[config.mk]
export PLATFORM = sky130hd
export DESIGN_NAME = tsb_palette
export DESIGN_NICKNAME = d
export VERILOG_FILES = /design/src/rtl/core/tsb_pkg.sv /design/src/rtl/core/tsb_palette.sv
export SDC_FILE = /design/constraint.sdc
export NUM_CORES = 1
export LEC_CHECK = 0
export BUFFER_PORTS_ARGS = -buffer_cell sky130_fd_sc_hd__buf_2
export CAP_MARGIN = 20
export CORE_UTILIZATION = 45
export DETAILED_ROUTE_END_ITERATION = 7
export PLACE_DENSITY = 0.75
export SETUP_SLACK_MARGIN = 0.5
export SYNTH_ARGS = -nofsm -noshare
export SYNTH_HDL_FRONTEND = slang
export SYNTH_SLANG_ARGS = --single-unit
[constraint.sdc]
create_clock -name clock -period 3.45 [get_ports clock]
set_input_delay 0.345 -clock clock [delete_from_list [all_inputs] [get_ports clock]]
set_output_delay 0.345 -clock clock [all_outputs]
set_load 0.03 [all_outputs]
[src/rtl/core/tsb_pkg.sv]
// Shared types, constants and the fixed base colour table of the tile sprite blitter.
// Used by every module under rtl/core; depends on nothing.
package tsb_pkg;

   localparam int CELL_SIZE_DEF     = 8;
   localparam int CELLS_PER_ROW_DEF = 16;
   localparam int CANVAS_WIDTH_DEF  = 128;
   localparam int CANVAS_HEIGHT_DEF = 128;
   localparam int PALETTE_SIZE_DEF  = 16;

   localparam int SHEET_DEPTH  = 16384;
   localparam int SHEET_ADDR_W = 14;
   localparam int INDEX_W      = 4;
   localparam int PAL_DEPTH    = 16;
   localparam int COORD_W      = 7;
   localparam int RGB_W        = 24;

   typedef enum logic [1:0] {
      OP_LOAD      = 2'd0,
      OP_PAL_SET   = 2'd1,
      OP_PAL_RESET = 2'd2,
      OP_BLIT      = 2'd3
   } op_type;

   typedef struct packed {
      op_type                    op;
      logic [SHEET_ADDR_W-1:0]   sheet_addr;
      logic [INDEX_W-1:0]        sheet_pixel;
      logic [INDEX_W-1:0]        pal_entry;
      logic [INDEX_W-1:0]        pal_source;
      logic [7:0]                cell_index;
      logic signed [15:0]        dest_x;
      logic signed [15:0]        dest_y;
      logic                      use_colour;
      logic [INDEX_W-1:0]        override_colour;
      logic                      mirror_x;
      logic                      mirror_y;
   } req_type;

   typedef struct packed {
      logic [COORD_W-1:0] pixel_x;
      logic [COORD_W-1:0] pixel_y;
      logic [RGB_W-1:0]   pixel_rgb;
      logic               last;
   } rsp_type;

   // Per-cycle result of the coordinate unit
   typedef struct packed {
      logic                    row_ok;
      logic                    on_canvas;
      logic [SHEET_ADDR_W-1:0] addr;
      logic [COORD_W-1:0]      px;
      logic [COORD_W-1:0]      py;
   } walk_status_type;

   function automatic logic [RGB_W-1:0] base_rgb(input logic [INDEX_W-1:0] idx);
      logic [RGB_W-1:0] rgb;
      case (idx)
         4'd0:    rgb = 24'h000000;
         4'd1:    rgb = 24'h1d2b53;
         4'd2:    rgb = 24'h7e2553;
         4'd3:    rgb = 24'h008751;
         4'd4:    rgb = 24'hab5236;
         4'd5:    rgb = 24'h5f574f;
         4'd6:    rgb = 24'hc2c3c7;
         4'd7:    rgb = 24'hfff1e8;
         4'd8:    rgb = 24'hff004d;
         4'd9:    rgb = 24'hffa300;
         4'd10:   rgb = 24'hffec27;
         4'd11:   rgb = 24'h00e436;
         4'd12:   rgb = 24'h29adff;
         4'd13:   rgb = 24'h83769c;
         4'd14:   rgb = 24'hff77a8;
         default: rgb = 24'hffccaa;
      endcase
      return rgb;
   endfunction

endpackage

[src/rtl/core/tsb_palette.sv]
// Live palette registers and the index-to-RGB lookup through the base table.
// Depends on tsb_pkg for widths and base_rgb.
module tsb_palette #(
   parameter int PALETTE_SIZE = tsb_pkg::PALETTE_SIZE_DEF
) (
   input  logic                          clock,
   input  logic                          reset,
   input  logic                          set_en,
   input  logic                          restore_en,
   input  logic [tsb_pkg::INDEX_W-1:0]   entry,
   input  logic [tsb_pkg::INDEX_W-1:0]   source,
   input  logic [tsb_pkg::INDEX_W-1:0]   lookup,
   output logic [tsb_pkg::RGB_W-1:0]     rgb
);

   logic [tsb_pkg::INDEX_W-1:0] pal_ff [tsb_pkg::PAL_DEPTH];
   logic                        in_range;

   assign in_range = ({1'b0, entry} < (tsb_pkg::INDEX_W+1)'(PALETTE_SIZE)) &&
                     ({1'b0, source} < (tsb_pkg::INDEX_W+1)'(PALETTE_SIZE));

   always_ff @(posedge clock) begin
      if (reset || restore_en) begin
         for (int i = 0; i < tsb_pkg::PAL_DEPTH; i++) begin
            pal_ff[i] <= tsb_pkg::INDEX_W'(i);
         end
      end else if (set_en && in_range) begin
         pal_ff[entry] <= source;
      end
   end

   assign rgb = tsb_pkg::base_rgb(pal_ff[lookup]);

endmodule

# Yosys cells after proc, flatten, opt, wreduce, memory -nomap -nowiden
# Memories as Yosys holds them, arrays and structs flattened.
# Index checks and enable logic that the tools add are counted.
[word_totals]
reg_bits = 0
n_memories = 2
rom_bits = 384
ramBits = 64
inputBits = 16
wordCells = 12
out_inout_bits = 24
[op_classes]
mux = 8
n_reduce_logical = 2
[mem_list]
columns = ["memory", "depth", "word_bits", "rd", "rd_ports_with_merged_regs", "wr", "line_no", "rtl"]
rows = [
  ["(name not given)", 16, 24, 1, 0, 0, "tsb_pkg.sv:58", "case (idx)"],
  ["pal_ff", 16, 4, 1, 0, 16, "tsb_palette.sv:16", "logic [tsb_pkg::INDEX_W-1:0] pal_ff [tsb_pkg::PAL_DEPTH];"],
]
[op_table]
columns = ["op", "count"]
rows = [
  ["2-to-1 mux 4 bit", 2],
  ["2-to-1 mux 1 bit", 6],
  ["OR reduction 4 bit", 1],
  ["logical OR 1 bit", 1],
]

# Depth between registers and ports, before layout
[logic_depth]
depth_word = 5
depth_mapped = 12
depth_no_buf = 8

# Worst setup path after synthesis
# No wires, ideal clock.
[synth_path]
path_type = "in2out"
start = "in lookup[0] in the netlist's numbering"
end = "out rgb[20] in the netlist's numbering"
arrival_time_ns = 2.949
required_ns = 3.105
setup_slack_ns = 0.156
path_buffers = 3
stages = 11
path_cell_list = "buf_6 > buf_6 > mux4_2 > a22oi_1 > nand2_1 > inv_1 > ha_1 > nand3_1 > a21boi_1 > mux2i_1 > buf_4"
[synth_between]
elab_chain_cells = 2
[synth_lines]
columns = ["element", "line_no", "rtl"]
rows = [
  ["start, declared", "tsb_palette.sv:12", "input logic [tsb_pkg::INDEX_W-1:0] lookup,"],
  ["memory (16 x 4 bit)", "--", ""],
  ["memory (16 x 24 bit)", "--", ""],
  ["end, declared", "tsb_palette.sv:13", "output logic [tsb_pkg::RGB_W-1:0] rgb"],
]
# Every way passes these cells.

# Worst setup path in the final report
[layout_path]
start = "mem pal_ff[0][1] in the netlist's numbering"
end = "out rgb[4] in the netlist's numbering"
[layout_between]
elab_chain_cells = 2
[layout_lines]
columns = ["element", "line_no"]
rows = [
  ["start, declared", "tsb_palette.sv:16"],
  ["memory (16 x 4 bit)", "--"],
  ["memory (16 x 24 bit)", "--"],
]
# Every way passes these cells.

==> results.tsv <==
metric	value	unit
Min-Delay Path Class	in -> reg	
hold slack final	0.284	ns
startpoint of the worst hold path	source[2]	
leakage power of the design	1.61	nW
ratio of routed vias to standard cells	5.88	
fraction of synthesis flops using an asynchronous set or reset pin	0	%
buffers from clock root to sink, at most	2	
data required time at the worst endpoint	3.11	ns
Clock power frac	27.3	%
CTS tree	yes	
pin count of the biggest net entering global routing	29	
Sw Share	32.6	%
count of distinct cell types in the synthesized netlist	46	
PD cells	505	nW/µm²
total congestion overflow	0	
Worst path slowest cell	sky130_fd_sc_hd__mux4_2	
Final Instance Area	4430	µm²
cell count after placement	436	
longest individual stage delay on the worst path	0.51	ns
Avg Synthesized Cell Area	11.9	µm²
Yosys reg bits	64	
Final Worst Setup Slack	0.485	ns
hold buffer count at CTS	0	
first-pass GRT wire length	13.7	mm
Max Clk Rate	0.337	GHz
endpoint kind of the worst setup timing path	output pin	
number of enable-type register cells in the synthesized netlist	64	
number of flip-flops in the largest register	64	
headroom to the max-slew limit	47.2	%
warnings from Yosys	0	
kind of start point of the critical path	flop	
drt wl/cell	18.6	µm
count of port buffers added during placement	39	
via count of the first global-routing pass	2592	
detailed-router iteration count before antenna repair	5	
count of inserted antenna diode cells	0	
via count	2700	
# Max-Cap Violations	0	
area used by multi-input combinational logic	1780	µm²
dominant cell type by area after synthesis	sky130_fd_sc_hd__edfxtp_1	
worst path cell trace	mux4_2, nand2_2, and4_4, clkinvlp_4, buf_4, ha_2, mux2i_1, mux2i_1, buf_4	
startpoint-to-endpoint class of the critical path	reg -> out	
number of instances in the synthesized netlist	311	
vertical extent of the die	92.7	µm
PnR Total Power	2.24	mW
total standard cell area after synthesis	3700	µm²
internal power	1.51	mW
Total Neg Setup Slack	0	ns
master cell of the clock root buffer	sky130_fd_sc_hd__clkbuf_8	
worst IR drop on VDD	0.307	mV
area growth from synthesis to final layout	19.5	%
estimated wirelength of the detail-placed design	5.80	mm
# H-tree levels	3	
Die Outline Area	8600	µm²
most common cell after layout, fill and taps aside	sky130_fd_sc_hd__edfxtp_1	
RSZ-0062 raised after global routing	true	
Seq pwr share	40.7	%
number of filler cells placed in the layout	690	
detailed-route DRC error count	0	
actual transition at the worst max-transition pin	0.790	ns
fraction of synthesized cell area taken by the top area cell type	51.9	%
residual antenna-violating net count after detailed routing	0	
Final Non-Filler Cells	459	
cell types occupying the most area after synthesis	sky130_fd_sc_hd__edfxtp_1 52%, sky130_fd_sc_hd__mux4_2 9.7%, sky130_fd_sc_hd__mux2i_1 4.3%, sky130_fd_sc_hd__nand2_1 4.0%, sky130_fd_sc_hd__ha_1 2.7%	
total clock sinks	64	
IO Count	40	
Routed Wire Length	8.52	mm
largest register by flop count	pal_ff	
number of DRC markers in iteration 0	184	
timing startpoint of the critical path	pal_ff[0][1]	
hold path endpoint	pal_ff[14][2]	
share of cells above drive strength 1	35.6	%
layout net count	376	
switching component of the power	0.729	mW
final core occ	56.4	%
biggest regs	pal_ff x64	
prevailing post-synth register cell	sky130_fd_sc_hd__edfxtp_1	
combinational group share of total power	32.0	%
post-synthesis sequential area ratio	51.9	%
Setup-failing EPs final	0	
placed instance area	4010	µm²
outcome	finished clean	
Num CTS Buffers	9	
final count of hold timing violations	0	
Final Slew Violations	0	
Global Route Usage Sum	21.4	%
critical path arrival	2.62	ns
time the final worst path needs with I/O delays and setup	2.97	ns
initial antenna violation count	0	
commonest cells after routing, fill and taps aside	64 x sky130_fd_sc_hd__edfxtp_1, 36 x sky130_fd_sc_hd__nand2_1, 26 x sky130_fd_sc_hd__buf_2	
Post-Place Setup Slack	0.444	ns
Placeable Area	7850	µm²
row count	32	
final weighted congestion of routability-driven global placement	0.817	
die width	92.7	µm
critical path peak fanout	6	
initial cell density of the core	47.2	%
WHS Path Cells	2	
Synthesized Nets	335	
sequential cell area	1920	µm²
final clock period utilization by the worst path	86.0	%
clock transition at the registers of the reported paths	0.07	ns
-- critical path: cells and delay by family (launching register included) --
| family | cells | cell delay (ns) |
|---|---|---|
| fa+ha+maj | 1 | 0.20 |
| buf+inv | 3 | 0.55 |
| flops | 1 | 0.40 |
| mux | 3 | 0.77 |
| simple gates | 2 | 0.36 |
-- worst max-delay path by stage --
stage	end	slack, ns	cells after the start
6_report	rgb[4]	0.48	9
2_1_floorplan	rgb[19]	0.45	11
3_3_place_gp	rgb[8]	0.46	11
5_1_grt	rgb[4]	0.40	9
4_1_cts	rgb[19]	0.49	9
3_5_place_dp	rgb[19]	0.44	11
-- cell families after synthesis --
| family | Yosys count | share of synthesized area, % |
|---|---|---|
| and+or+nand+nor | 134 | 18.4 |
| AOI/OAI and AO/OA | 37 | 7.50 |
| buffers and inverters | 33 | 4.39 |
| adders and majority gates | 8 | 2.70 |
| DFF | 64 | 51.9 |
| muxes | 35 | 15.2 |
-- per-layer routing --
layer | vias to the layer above | routed length, µm | track usage, % | part of all wire [%]
met1 | 1305 | 3410 | 27.2 | 40
li1 | 1252 | - | - | -
met4 | 0 | 136 | 5.77 | 1.6
met3 | 14 | 469 | 4.02 | 5.5
met2 | 129 | 4500 | 37.3 | 53
met5 | - | 0 | 0 | 0
-- what timing repair did --
action                                 4_1_cts  5_1_grt
pin swaps                                    1        6
resized for setup                           15       39
setup endpoints to repair                   14       13
buffers inserted                             1        6
endpoints found under the hold margin        0        0
-- cell type report --
type | instances | share of cell area, %
clock buffers | 10 | 2.88
clock inverters | 6 | 1.36
inverters | 9 | 0.961
multi-input cells | 214 | 40.2
flip-flops and latches | 64 | 43.4
well taps | 102 | 2.88
repair buffers | 54 | 8.31
-- Yosys cell counts (6+ instances only) --
master and count:
sky130_fd_sc_hd__a21oi_1 6, sky130_fd_sc_hd__and2_1 9, sky130_fd_sc_hd__clkbuf_1 14, sky130_fd_sc_hd__edfxtp_1 64, sky130_fd_sc_hd__ha_1 8, sky130_fd_sc_hd__inv_1 9, sky130_fd_sc_hd__mux2i_1 16, sky130_fd_sc_hd__mux4_2 16
sky130_fd_sc_hd__nand2_1 39, sky130_fd_sc_hd__nand2b_1 6, sky130_fd_sc_hd__nand3_1 12, sky130_fd_sc_hd__nor2_1 21, sky130_fd_sc_hd__nor3_1 10, sky130_fd_sc_hd__nor4_1 8, sky130_fd_sc_hd__o21ai_0 8, sky130_fd_sc_hd__or3_1 6
-- power groups by stage --
stage	Combinational [mW]	Sequential, mW	Clock [mW]
global route	0.760	0.914	0.647
floorplan	0.471	0.917	0
CTS	0.639	0.910	0.615
detailed placement	0.612	0.927	0
finish	0.716	0.910	0.610
global placement	0.605	0.926	0
Power figures use the tool's default switching activity.
