File: src/rtl/core/tsb_pkg.sv
// Shared types, constants and the fixed base colour table of the tile sprite blitter.
// Used by every module under rtl/core; depends on nothing.
package tsb_pkg;

   localparam int CELL_SIZE_DEF     = 8;
   localparam int CELLS_PER_ROW_DEF = 16;
   localparam int CANVAS_WIDTH_DEF  = 128;
   localparam int CANVAS_HEIGHT_DEF = 128;
   localparam int PALETTE_SIZE_DEF  = 16;

   localparam int SHEET_DEPTH  = 16384;
   localparam int SHEET_ADDR_W = 14;
   localparam int INDEX_W      = 4;
   localparam int PAL_DEPTH    = 16;
   localparam int COORD_W      = 7;
   localparam int RGB_W        = 24;

   typedef enum logic [1:0] {
      OP_LOAD      = 2'd0,
      OP_PAL_SET   = 2'd1,
      OP_PAL_RESET = 2'd2,
      OP_BLIT      = 2'd3
   } op_type;

   typedef struct packed {
      op_type                    op;
      logic [SHEET_ADDR_W-1:0]   sheet_addr;
      logic [INDEX_W-1:0]        sheet_pixel;
      logic [INDEX_W-1:0]        pal_entry;
      logic [INDEX_W-1:0]        pal_source;
      logic [7:0]                cell_index;
      logic signed [15:0]        dest_x;
      logic signed [15:0]        dest_y;
      logic                      use_colour;
      logic [INDEX_W-1:0]        override_colour;
      logic                      mirror_x;
      logic                      mirror_y;
   } req_type;

   typedef struct packed {
      logic [COORD_W-1:0] pixel_x;
      logic [COORD_W-1:0] pixel_y;
      logic [RGB_W-1:0]   pixel_rgb;
      logic               last;
   } rsp_type;

   // Per-cycle result of the coordinate unit
   typedef struct packed {
      logic                    row_ok;
      logic                    on_canvas;
      logic [SHEET_ADDR_W-1:0] addr;
      logic [COORD_W-1:0]      px;
      logic [COORD_W-1:0]      py;
   } walk_status_type;

   function automatic logic [RGB_W-1:0] base_rgb(input logic [INDEX_W-1:0] idx);
      logic [RGB_W-1:0] rgb;
      case (idx)
         4'd0:    rgb = 24'h000000;
         4'd1:    rgb = 24'h1d2b53;
         4'd2:    rgb = 24'h7e2553;
         4'd3:    rgb = 24'h008751;
         4'd4:    rgb = 24'hab5236;
         4'd5:    rgb = 24'h5f574f;
         4'd6:    rgb = 24'hc2c3c7;
         4'd7:    rgb = 24'hfff1e8;
         4'd8:    rgb = 24'hff004d;
         4'd9:    rgb = 24'hffa300;
         4'd10:   rgb = 24'hffec27;
         4'd11:   rgb = 24'h00e436;
         4'd12:   rgb = 24'h29adff;
         4'd13:   rgb = 24'h83769c;
         4'd14:   rgb = 24'hff77a8;
         default: rgb = 24'hffccaa;
      endcase
      return rgb;
   endfunction

endpackage

File: src/rtl/core/tsb_walk_unit.sv
// Coordinate unit shared by every step of a blit: sheet address, destination
// position and clipping for one cell pixel. Depends on tsb_pkg.
module tsb_walk_unit #(
   parameter int CELL_SIZE     = tsb_pkg::CELL_SIZE_DEF,
   parameter int CELLS_PER_ROW = tsb_pkg::CELLS_PER_ROW_DEF,
   parameter int CANVAS_WIDTH  = tsb_pkg::CANVAS_WIDTH_DEF,
   parameter int CANVAS_HEIGHT = tsb_pkg::CANVAS_HEIGHT_DEF,
   localparam int CNT_W   = $clog2(CELL_SIZE),
   localparam int SHEET_W = CELL_SIZE * CELLS_PER_ROW,
   localparam int SX_W    = $clog2(SHEET_W),
   localparam int SY_W    = $clog2(256 * CELL_SIZE)
) (
   input  logic [SY_W-1:0]             sy_base,
   input  logic [SX_W-1:0]             sx_base,
   input  logic [CNT_W-1:0]            row,
   input  logic [CNT_W-1:0]            col,
   input  logic                        mirror_x,
   input  logic                        mirror_y,
   input  logic [15:0]                 dest_x,
   input  logic [15:0]                 dest_y,
   output tsb_pkg::walk_status_type    status
);

   localparam int SHEET_H = tsb_pkg::SHEET_DEPTH / SHEET_W;

   logic [SY_W-1:0]  sy;
   logic [SX_W-1:0]  sx;
   logic [CNT_W-1:0] off_x;
   logic [CNT_W-1:0] off_y;
   logic [16:0]      px;
   logic [16:0]      py;
   logic [31:0]      addr_wide;

   always_comb begin
      sy    = sy_base + SY_W'(row);
      sx    = sx_base + SX_W'(col);
      off_x = mirror_x ? (CNT_W'(CELL_SIZE - 1) - col) : col;
      off_y = mirror_y ? (CNT_W'(CELL_SIZE - 1) - row) : row;
      // sign-extend the destination, offsets are always non-negative
      px = {dest_x[15], dest_x} + 17'(off_x);
      py = {dest_y[15], dest_y} + 17'(off_y);
      addr_wide = 32'(sy) * 32'(SHEET_W) + 32'(sx);

      status.row_ok    = 32'(sy) < 32'(SHEET_H);
      status.on_canvas = !px[16] && !py[16] &&
                         (px < 17'(CANVAS_WIDTH)) && (py < 17'(CANVAS_HEIGHT));
      status.addr      = addr_wide[tsb_pkg::SHEET_ADDR_W-1:0];
      status.px        = px[tsb_pkg::COORD_W-1:0];
      status.py        = py[tsb_pkg::COORD_W-1:0];
   end

endmodule

File: config.mk
export PLATFORM = sky130hd
export DESIGN_NAME = tsb_walk_unit
export DESIGN_NICKNAME = d
export VERILOG_FILES = /design/src/rtl/core/tsb_pkg.sv /design/src/rtl/core/tsb_walk_unit.sv
export SDC_FILE = /design/constraint.sdc
export NUM_CORES = 1
export LEC_CHECK = 0
export BUFFER_PORTS_ARGS = -buffer_cell sky130_fd_sc_hd__buf_2
export CAP_MARGIN = 25
export CORE_ASPECT_RATIO = 2
export CORE_UTILIZATION = 35
export DETAILED_ROUTE_END_ITERATION = 10
export PLACE_DENSITY = 0.74
export SLEW_MARGIN = 10
export SYNTH_ARGS = -nofsm -noshare
export SYNTH_HDL_FRONTEND = slang
export SYNTH_SLANG_ARGS = --single-unit
File: constraint.sdc
create_clock -name vclk -period 5.1
set_clock_uncertainty 0.2 [all_clocks]
set_input_delay 1.02 -clock vclk [all_inputs]
set_output_delay 1.02 -clock vclk [all_outputs]
set_load 0.005 [all_outputs]
# --- Word-level counts from Yosys, hierarchy flattened ---
# Cells that the tools add are included.
word_totals:
  elab_cells: 17
  latchBits: 0
  rom_bits: 0
  regBits: 0
  mem_count: 0
  ramBits: 0
  output_inout_bits: 30
op_classes:
  reduce_logical: 5
  order_cmp: 3
  n_div: 0
  bitwise_logic: 0
  n_mux: 2
  eq_ne: 0
  n_shift: 0
  add_sub_neg: 7
  mul: 0
op_table:
  columns: ["operator", "count"]
  rows:
  - ["adder 16 x 4 -> 17 bit", 2]
  - ["less-than comparator 17 x 8 -> 1 bit, second input constant", 2]
  - ["adder 14 x 7 -> 14 bit", 1]
  - ["adder 11 x 3 -> 11 bit", 1]
  - ["less-than comparator 11 x 8 -> 1 bit, second input constant", 1]
  - ["adder 7 x 3 -> 7 bit", 1]
  - ["2-to-1 mux 3 bit", 2]
  - ["subtractor 3 bit, first input constant", 2]
  - ["logical AND 1 bit", 3]
  - ["zero test 1 bit", 2]

# --- Longest topological paths before layout ---
# Gate-level depths: netlist of the first run.
logic_depth:
  word_depth: 7
  ltp_mapped: 10

# --- Worst setup path before layout of the first run ---
# OpenSTA, ideal clock, no wires.
synth_path:
  path_type: "input to output"
  start: "input mirror_x"
  end: "output status[28] (netlist bit)"
  t_arrival_ns: 2.703
  setup_slack_ns: 1.177
  required_time_ns: 3.880
  cell_stages: 9
  path_buffers: 0
  cell_sequence: "xor2_1 > ha_1 > fa_1 > a21oi_1 > nor3_1 > nand3_1 > mux2i_1 > nor4_1 > and4_1"
synth_lines:
  columns: ["element", "line_no", "text"]
  rows:
  - ["start, declared", "tsb_walk_unit.sv:17", "input logic mirror_x,"]
  - ["end, declared", "tsb_walk_unit.sv:21", "output tsb_pkg::walk_status_type status"]

==> results by group, run 1 <==
Status
  – Outcome: finished, violations left
  – Failing checks: DRC

Timing
  – Fmax: 0.232 GHz
  – RSZ-0062 raised after global routing: false
  – Max transition margin: 0.683
  – Worst-Margin Slew: between 0.4 and 0.5 ns
  – Tcrit/Tclk final: 0.846
  – Min Tclk post-route: 4.32 ns
  – Hold WS: 2.09 ns
  – Final hold vios: 0
  – Endpoints failing setup: 0
  – Slew Limit Fails: 0
  – TNS Setup: 0 ns

Pwr
  – Leak: 0.805 nW
  – Power share of the combinational group: 1.000
  – Power Dens Cells: 99.8 nW/um^2
  – Clock power share: 0
  – Sw Share: 0.497
  – VDD IR-drop max: 0.0586 mV
  – Net load switching power: 0.0000769 W
  – Reg power frac: 0
  – Power Internal: 0.0000779 W

Die
  – Boundary Pins: 88
  – Core box area: 2940 um^2
  – Die area: around 3300 um^2
  – Row cnt: 28
  – Starting Density: 0.365
  – Die X: 41.2 um
  – Height of the die: 80.3 um

Route
  – ANT nets after route: 0
  – Via count: 1403
  – DR vias/cell: ~5.3
  – Remaining DRCs: 1
  – WL/cell: 11.0 um
  – Initial drt markers: 17
  – Drt pass-1 iters: 7
  – Routed WL: 2.92 mm

GRT
  – Vias in the first global route: 1281
  – Initial antenna violation count: 0
  – First-pass GRT wire length: between 4 and 5 mm
  – Largest net degree at the start of global routing: 8
  – Grt ovf: 0
  – GRT Total Usage: 0.182

Clocking
  – Post_cts resized: 0
  – Hold-fix buffers, CTS: 0
  – Post-CTS Setup Bufs: 0

Setup path
  – WS Path Type: input pin to primary output
  – CP delay by family, top: simple AND/OR/NAND/NOR gates
  – CP max stage delay: 0.40 ns
  – Critical Path Slowest Stage Cell: fa_1
  – Top cell by count, worst path: buf_2
  – Critical path, cell by cell: buf_2 -> xor2_1 -> ha_1 -> fa_1 -> a21oi_1 -> nor3_1 -> nand3_1 -> mux2i_1 -> nor4_1 -> and4_1 -> buf_2
  – CP max FO: 4
  – CP bufs+invs: 2
  – CP required: just under 4 ns
  – Startpoint types: input pin
  – Arrival @ worst endpoint: 3.10 ns
  – Critical Path End Type: primary output

Synthesis
  – Syn avg cell area: 7.30 um^2
  – Biggest area consumer among synthesized cells: ha_1
  – Distinct cell type count after synthesis: 38
  – Simple-gate share of the synthesized area: 0.305
  – Area of the mapped netlist: roughly 1100 um^2
  – Syn nets: 221
  – Synth Instances: 147
  – Synth area leaders: ha_1 (14%), xnor2_1 (12%), xor2_1 (12%)
  – Ys Warns: 0
  – Register area share after synthesis: 0
  – Synth top area share: 0.140
  – Synth Area in Compound Gates: 0.184
  – Main combinational cell family by area after synthesis: simple AND/OR/NAND/NOR gates
  – Post-synthesis mux area share: 0.00932
  – Xor-xnor portion of the synthesized cell area: 0.245
  – Adder-cell share of the synthesized area: 0.214

Placement
  – Post-Place Cell Area: 1550 um^2
  – # port buffers: 88
  – Routability congestion estimate: 0.750
  – Dpl hpwl: 2.72 mm
  – Inst Count DP: 265

Final layout
  – Seq Cell Count: 0
  – Fin nets: slightly above 300
  – Share of layout cells above drive strength 1: 0.387
  – Antenna diode count: 0
  – Post-route cell area: between 1500 and 2000 um^2
  – Non-Filler Instances: 265
  – Storage cell area: 0 um^2
  – Final Core Density: 0.527
  – Filler instances: about 320
  – Clock buffers: 0
  – Area growth syn-to-layout: 44.5%

Min path
  – Hold path endpoint: status[20]
  – Hold Path Class: input pin to primary output
  – Hold Crit Start: sx_base[6]
  – Hold depth: 3

Flow run
  – Max Cap Viol: 0
==> kinds of logic after synthesis <==
family	after synthesis
buf+inv	12
simple gates	60
mux	1
xor+xnor	30
compound gates	28
fa+ha+maj	16
==> how the worst max path moves through the flow <==
stage	cells after the start	slack, ns	end	from
floorplan	9	1.18	status[28]	mirror_x
global placement	12	0.75	status[28]	mirror_y
detailed placement	12	0.76	status[28]	mirror_y
CTS	12	0.75	status[28]	mirror_y
global route	12	0.47	status[28]	mirror_y
finish	11	0.78	status[28]	mirror_x
==> cell usage after synthesis (3+ instances only) <==
cell type and number:
and4_1 3, nor4_1 3, nand3_1 4, nand4_1 5, xor2_1 15, nand2_1 11, fa_1 4, o2111ai_1 4
xnor2_1 15, inv_1 12, nor2_1 13, o21ai_0 5, a21o_1 4, nor2b_1 3, and3_1 3, a21oi_1 4
ha_1 12, nor3_1 5
==> layout by cell type, fill, tap and decap left out, drive strengths merged, types with 5 or more instances in the layout <==
master,instances
a21oi,5
buf,88
ha,12
inv,12
nand2,11
nand4,5
nor2,14
nor3,5
o21ai,5
xnor2,15
xor2,15
==> per-stage QoR <==
step / worst slack (ns) / power [W]
after global placement: 0.746 / 0.000154
after CTS: 0.746 / 0.000157
after global routing: 0.474 / 0.000179
after detailed placement: 0.758 / 0.000156
after floorplan: 1.18 / 0.0000809
final: 0.785 / 0.000155
==> per-layer routing <==
metal  up-vias  wire length [um]  track usage  share of wire
met5         -                 0            0              0
met4         0                 0            0              0
met3         0               197      0.00276          0.067
met2        60              1800        0.436           0.62
met1       631               920        0.127           0.32
li1        712                 -            -              -
==> power groups by stage <==
stage	Combinational (W)	Sequential, W	Clock (W)
detailed placement	0.000156	0	0
global placement	0.000154	0	0
finish	0.000155	0	0
global route	0.000179	0	0
CTS	0.000157	0	0
floorplan	0.0000809	0	0
==> area by class of cell <==
cell class,count,area (um^2),area share
well taps,30,37.5,0.0242
repair buffers,88,440,0.284
inverters,12,45.0,0.0290
multi-input cells,135,1030,0.663
==> tightest hold or removal path, delay by kind of cell <==
family,cells,cell delay [ns]
buffers and inverters,2,0.20
XOR/XNOR,1,0.05
Power figures use the tool's default switching activity.
==> inputs of run 2 (changes only) <==
- ABC_AREA: unset -> 1
- PLACE_DENSITY: 0.74 -> 0.67
- clock period: 5.1 -> 4.22 ns (I/O delays scaled with it)
==> results by group, run 2 <==
Timing
  – Max transition margin: 0.805 (+0.123)
  – Min Tclk post-route: approximately 3.8 ns
  – Tcrit/Tclk final: 0.894
  – Slew Limit Fails: 0 (unchanged)
  – Fmax: 0.265 GHz
  – RSZ-0062 raised after global routing: false
  – TNS Setup: 0 ns (unchanged)
  – Endpoints failing setup: 0 (unchanged)
  – Worst-Margin Slew: 0.290 ns (-0.183 ns)
  – Final hold vios: 0 (unchanged)

Final layout
  – Seq Cell Count: 0 (unchanged)
  – Share of layout cells above drive strength 1: 0.326 (-0.0617)
  – Antenna diode count: 0 (unchanged)
  – Storage cell area: 0 um^2 (unchanged)
  – Area growth syn-to-layout: 34.9%
  – Commonest non-fill, non-tap cell in the layout: buf_2
  – Clock buffers: 0 (unchanged)
  – Non-Filler Instances: 395 (+49%)
  – Filler instances: 462 (+47%)
  – Commonest non-fill, non-tap cells in the layout: buf_2 (88), nand2_1 (66), inv_1 (40), nor2_1 (32), nand3_1 (24)
  – Fin nets: 420 (+35%)

Setup path
  – CP max stage delay: 0.41 ns (about the same)
  – Critical Path Slowest Stage Cell: fa_1
  – Top cell by count, worst path: nand2_1
  – CP max FO: 3 (-1)
  – Startpoint types: input pin
  – WS Path Type: input pin to primary output
  – Critical path, cell by cell: buf_2 -> xor2_1 -> ha_1 -> inv_1 -> fa_1 -> inv_1 -> nand2_1 -> nand2_1 -> nand3_1 -> nand2_1 -> nand2_1 -> nor2_1 -> nand2_1 -> nor2_1 -> nand3_1 -> nor2_1 -> buf_2
  – Critical Path End Type: primary output
  – CP required: 3.18 ns (-0.70 ns)
  – Arrival @ worst endpoint: 2.73 ns (-0.37 ns)

Synthesis
  – Distinct cell type count after synthesis: 26 (-32%)
  – Register area share after synthesis: 0 (unchanged)
  – Synth Instances: 256 (+74%)
  – Count leader, synth: nand2_1
  – Biggest area consumer among synthesized cells: nand2_1
  – Area of the mapped netlist: 1450 um^2 (+35%)
  – Commonest cells post-synth: nand2_1 (66), inv_1 (40), nor2_1 (32), nand3_1 (24), xor2_1 (18)
  – Synth top area share: 0.171 (+0.0316)
  – Syn avg cell area: 5.65 um^2 (-23%)
  – Syn nets: 330 (+49%)
  – Synth area leaders: nand2_1 (17%), xor2_1 (11%), ha_1 (10%)
  – Ys Warns: 0 (unchanged)

Die
  – Row cnt: 32 (+14%)
  – Core box area: 3880 um^2 (+32%)
  – Starting Density: 0.372 (+0.00730)
  – Die area: 4410 um^2 (+33%)
  – Boundary Pins: 88 (unchanged)
  – Die X: 47.4 um (+15%)
  – Height of the die: 92.9 um (+16%)

Route
  – Remaining DRCs: 0 (-1)
  – Routed WL: 4.09 mm (+40%)
  – WL/cell: 10.4 um (-6.0%)
  – ANT nets after route: 0 (unchanged)
  – Via count: 1885 (+34%)
  – Initial drt markers: 19 (+2)
  – Drt pass-1 iters: 4 (-3)
  – DR vias/cell: 4.77 (-9.9%)

Placement
  – # port buffers: 88 (unchanged)
  – Dpl hpwl: 3.78 mm (+39%)
  – Routability congestion estimate: 0.836 (+11%)
  – Inst Count DP: 395 (+49%)

Pwr
  – Leak: 1.09 nW (+36%)
  – VDD IR-drop max: 0.0653 mV (+11%)
  – Power Dens Cells: 114 nW/um^2 (+14%)

Status
  – Outcome: complete, no violations

Clocking
  – Hold-fix buffers, CTS: 0 (unchanged)
  – Post-CTS Setup Bufs: 0 (unchanged)
  – Post_cts resized: 0 (unchanged)

GRT
  – Initial antenna violation count: 0 (unchanged)
  – GRT Total Usage: 0.192 (+0.00978)
  – First-pass GRT wire length: 6.53 mm (+45%)
  – Largest net degree at the start of global routing: 8 (unchanged)
  – Grt ovf: 0 (unchanged)
  – Vias in the first global route: 1720 (+34%)

Flow run
  – Max Cap Viol: 0 (unchanged)

Min path
  – Hold Path Class: input pin to primary output
-- run 2: cell types whose count changed in the layout (fill, tap and decap cells not counted), moves of 4 or more --
cell,previous run,this run
xnor2_1,15,9
nand3_1,4,24
nor2_1,13,32
inv_1,12,40
o21ai_1,0,5
a21o_1,4,0
nand2_2,0,8
nand2_1,11,66
o2111ai_1,4,0
-- run 2: stage by stage --
stage | power [W] | setup slack (ns) | hold WS (ns) | cell area (um^2) | utilization
2_1_floorplan | 0.000125 | 0.813 | 1.54 | 1450 | -
3_3_place_gp | 0.000221 | 0.470 | 1.74 | 1950 | 0.502
3_5_place_dp | 0.000224 | 0.417 | 1.75 | 1950 | 0.502
4_1_cts | 0.000226 | 0.413 | 1.75 | 1950 | 0.502
5_1_grt | 0.000251 | 0.209 | 1.77 | 1950 | 0.502
6_report | 0.000222 | 0.445 | 1.74 | 1950 | 0.502
-- run 2: layout make-up --
| type | count | area [um^2] | area share |
|---|---|---|---|
| Inverter | 42 | 158 | 0.0809 |
| Multi-Input combinational cell | 214 | 1290 | 0.660 |
| Tap cell | 51 | 63.8 | 0.0327 |
| Timing Repair Buffer | 88 | 440 | 0.226 |
-- run 2: cell families (layout without fill, tap and decap cells) --
family	Yosys count	after routing	share of synthesized area
fa+ha+maj	16	16	0.159
xor+xnor	27	27	0.164
simple gates	153	153	0.496
buf+inv	42	130	0.109
compound gates	18	18	0.0719
-- run 2: worst paths after layout --
check / startpoint / slack (ns) / endpoint / cells past startpoint
min: sx_base[6] / 1.74 / status[20] / 3
max: mirror_y / 0.45 / status[28] / 17
-- run 2: report_power, final --
group / internal (W) / switching (W)
sequential: 0 / 0
clock: 0 / 0
combinational: 0.0000995 / 0.000123
-- run 2: critical path, delay by kind of cell --
kind	cells	cell delay [ns]
simple gates	10	0.75
buf+inv	4	0.38
fa+ha+maj	2	0.60
xor+xnor	1	0.15
-- run 2: per-layer routing --
| layer | vias to the layer above | track usage | share of wire |
|---|---|---|---|
| met1 | 817 | 0.152 | 0.33 |
| met2 | 73 | 0.419 | 0.59 |
| met4 | 0 | 0.0381 | 0.021 |
| met3 | 8 | 0.0214 | 0.063 |
| li1 | 987 | - | - |
| met5 | - | 0 | 0 |
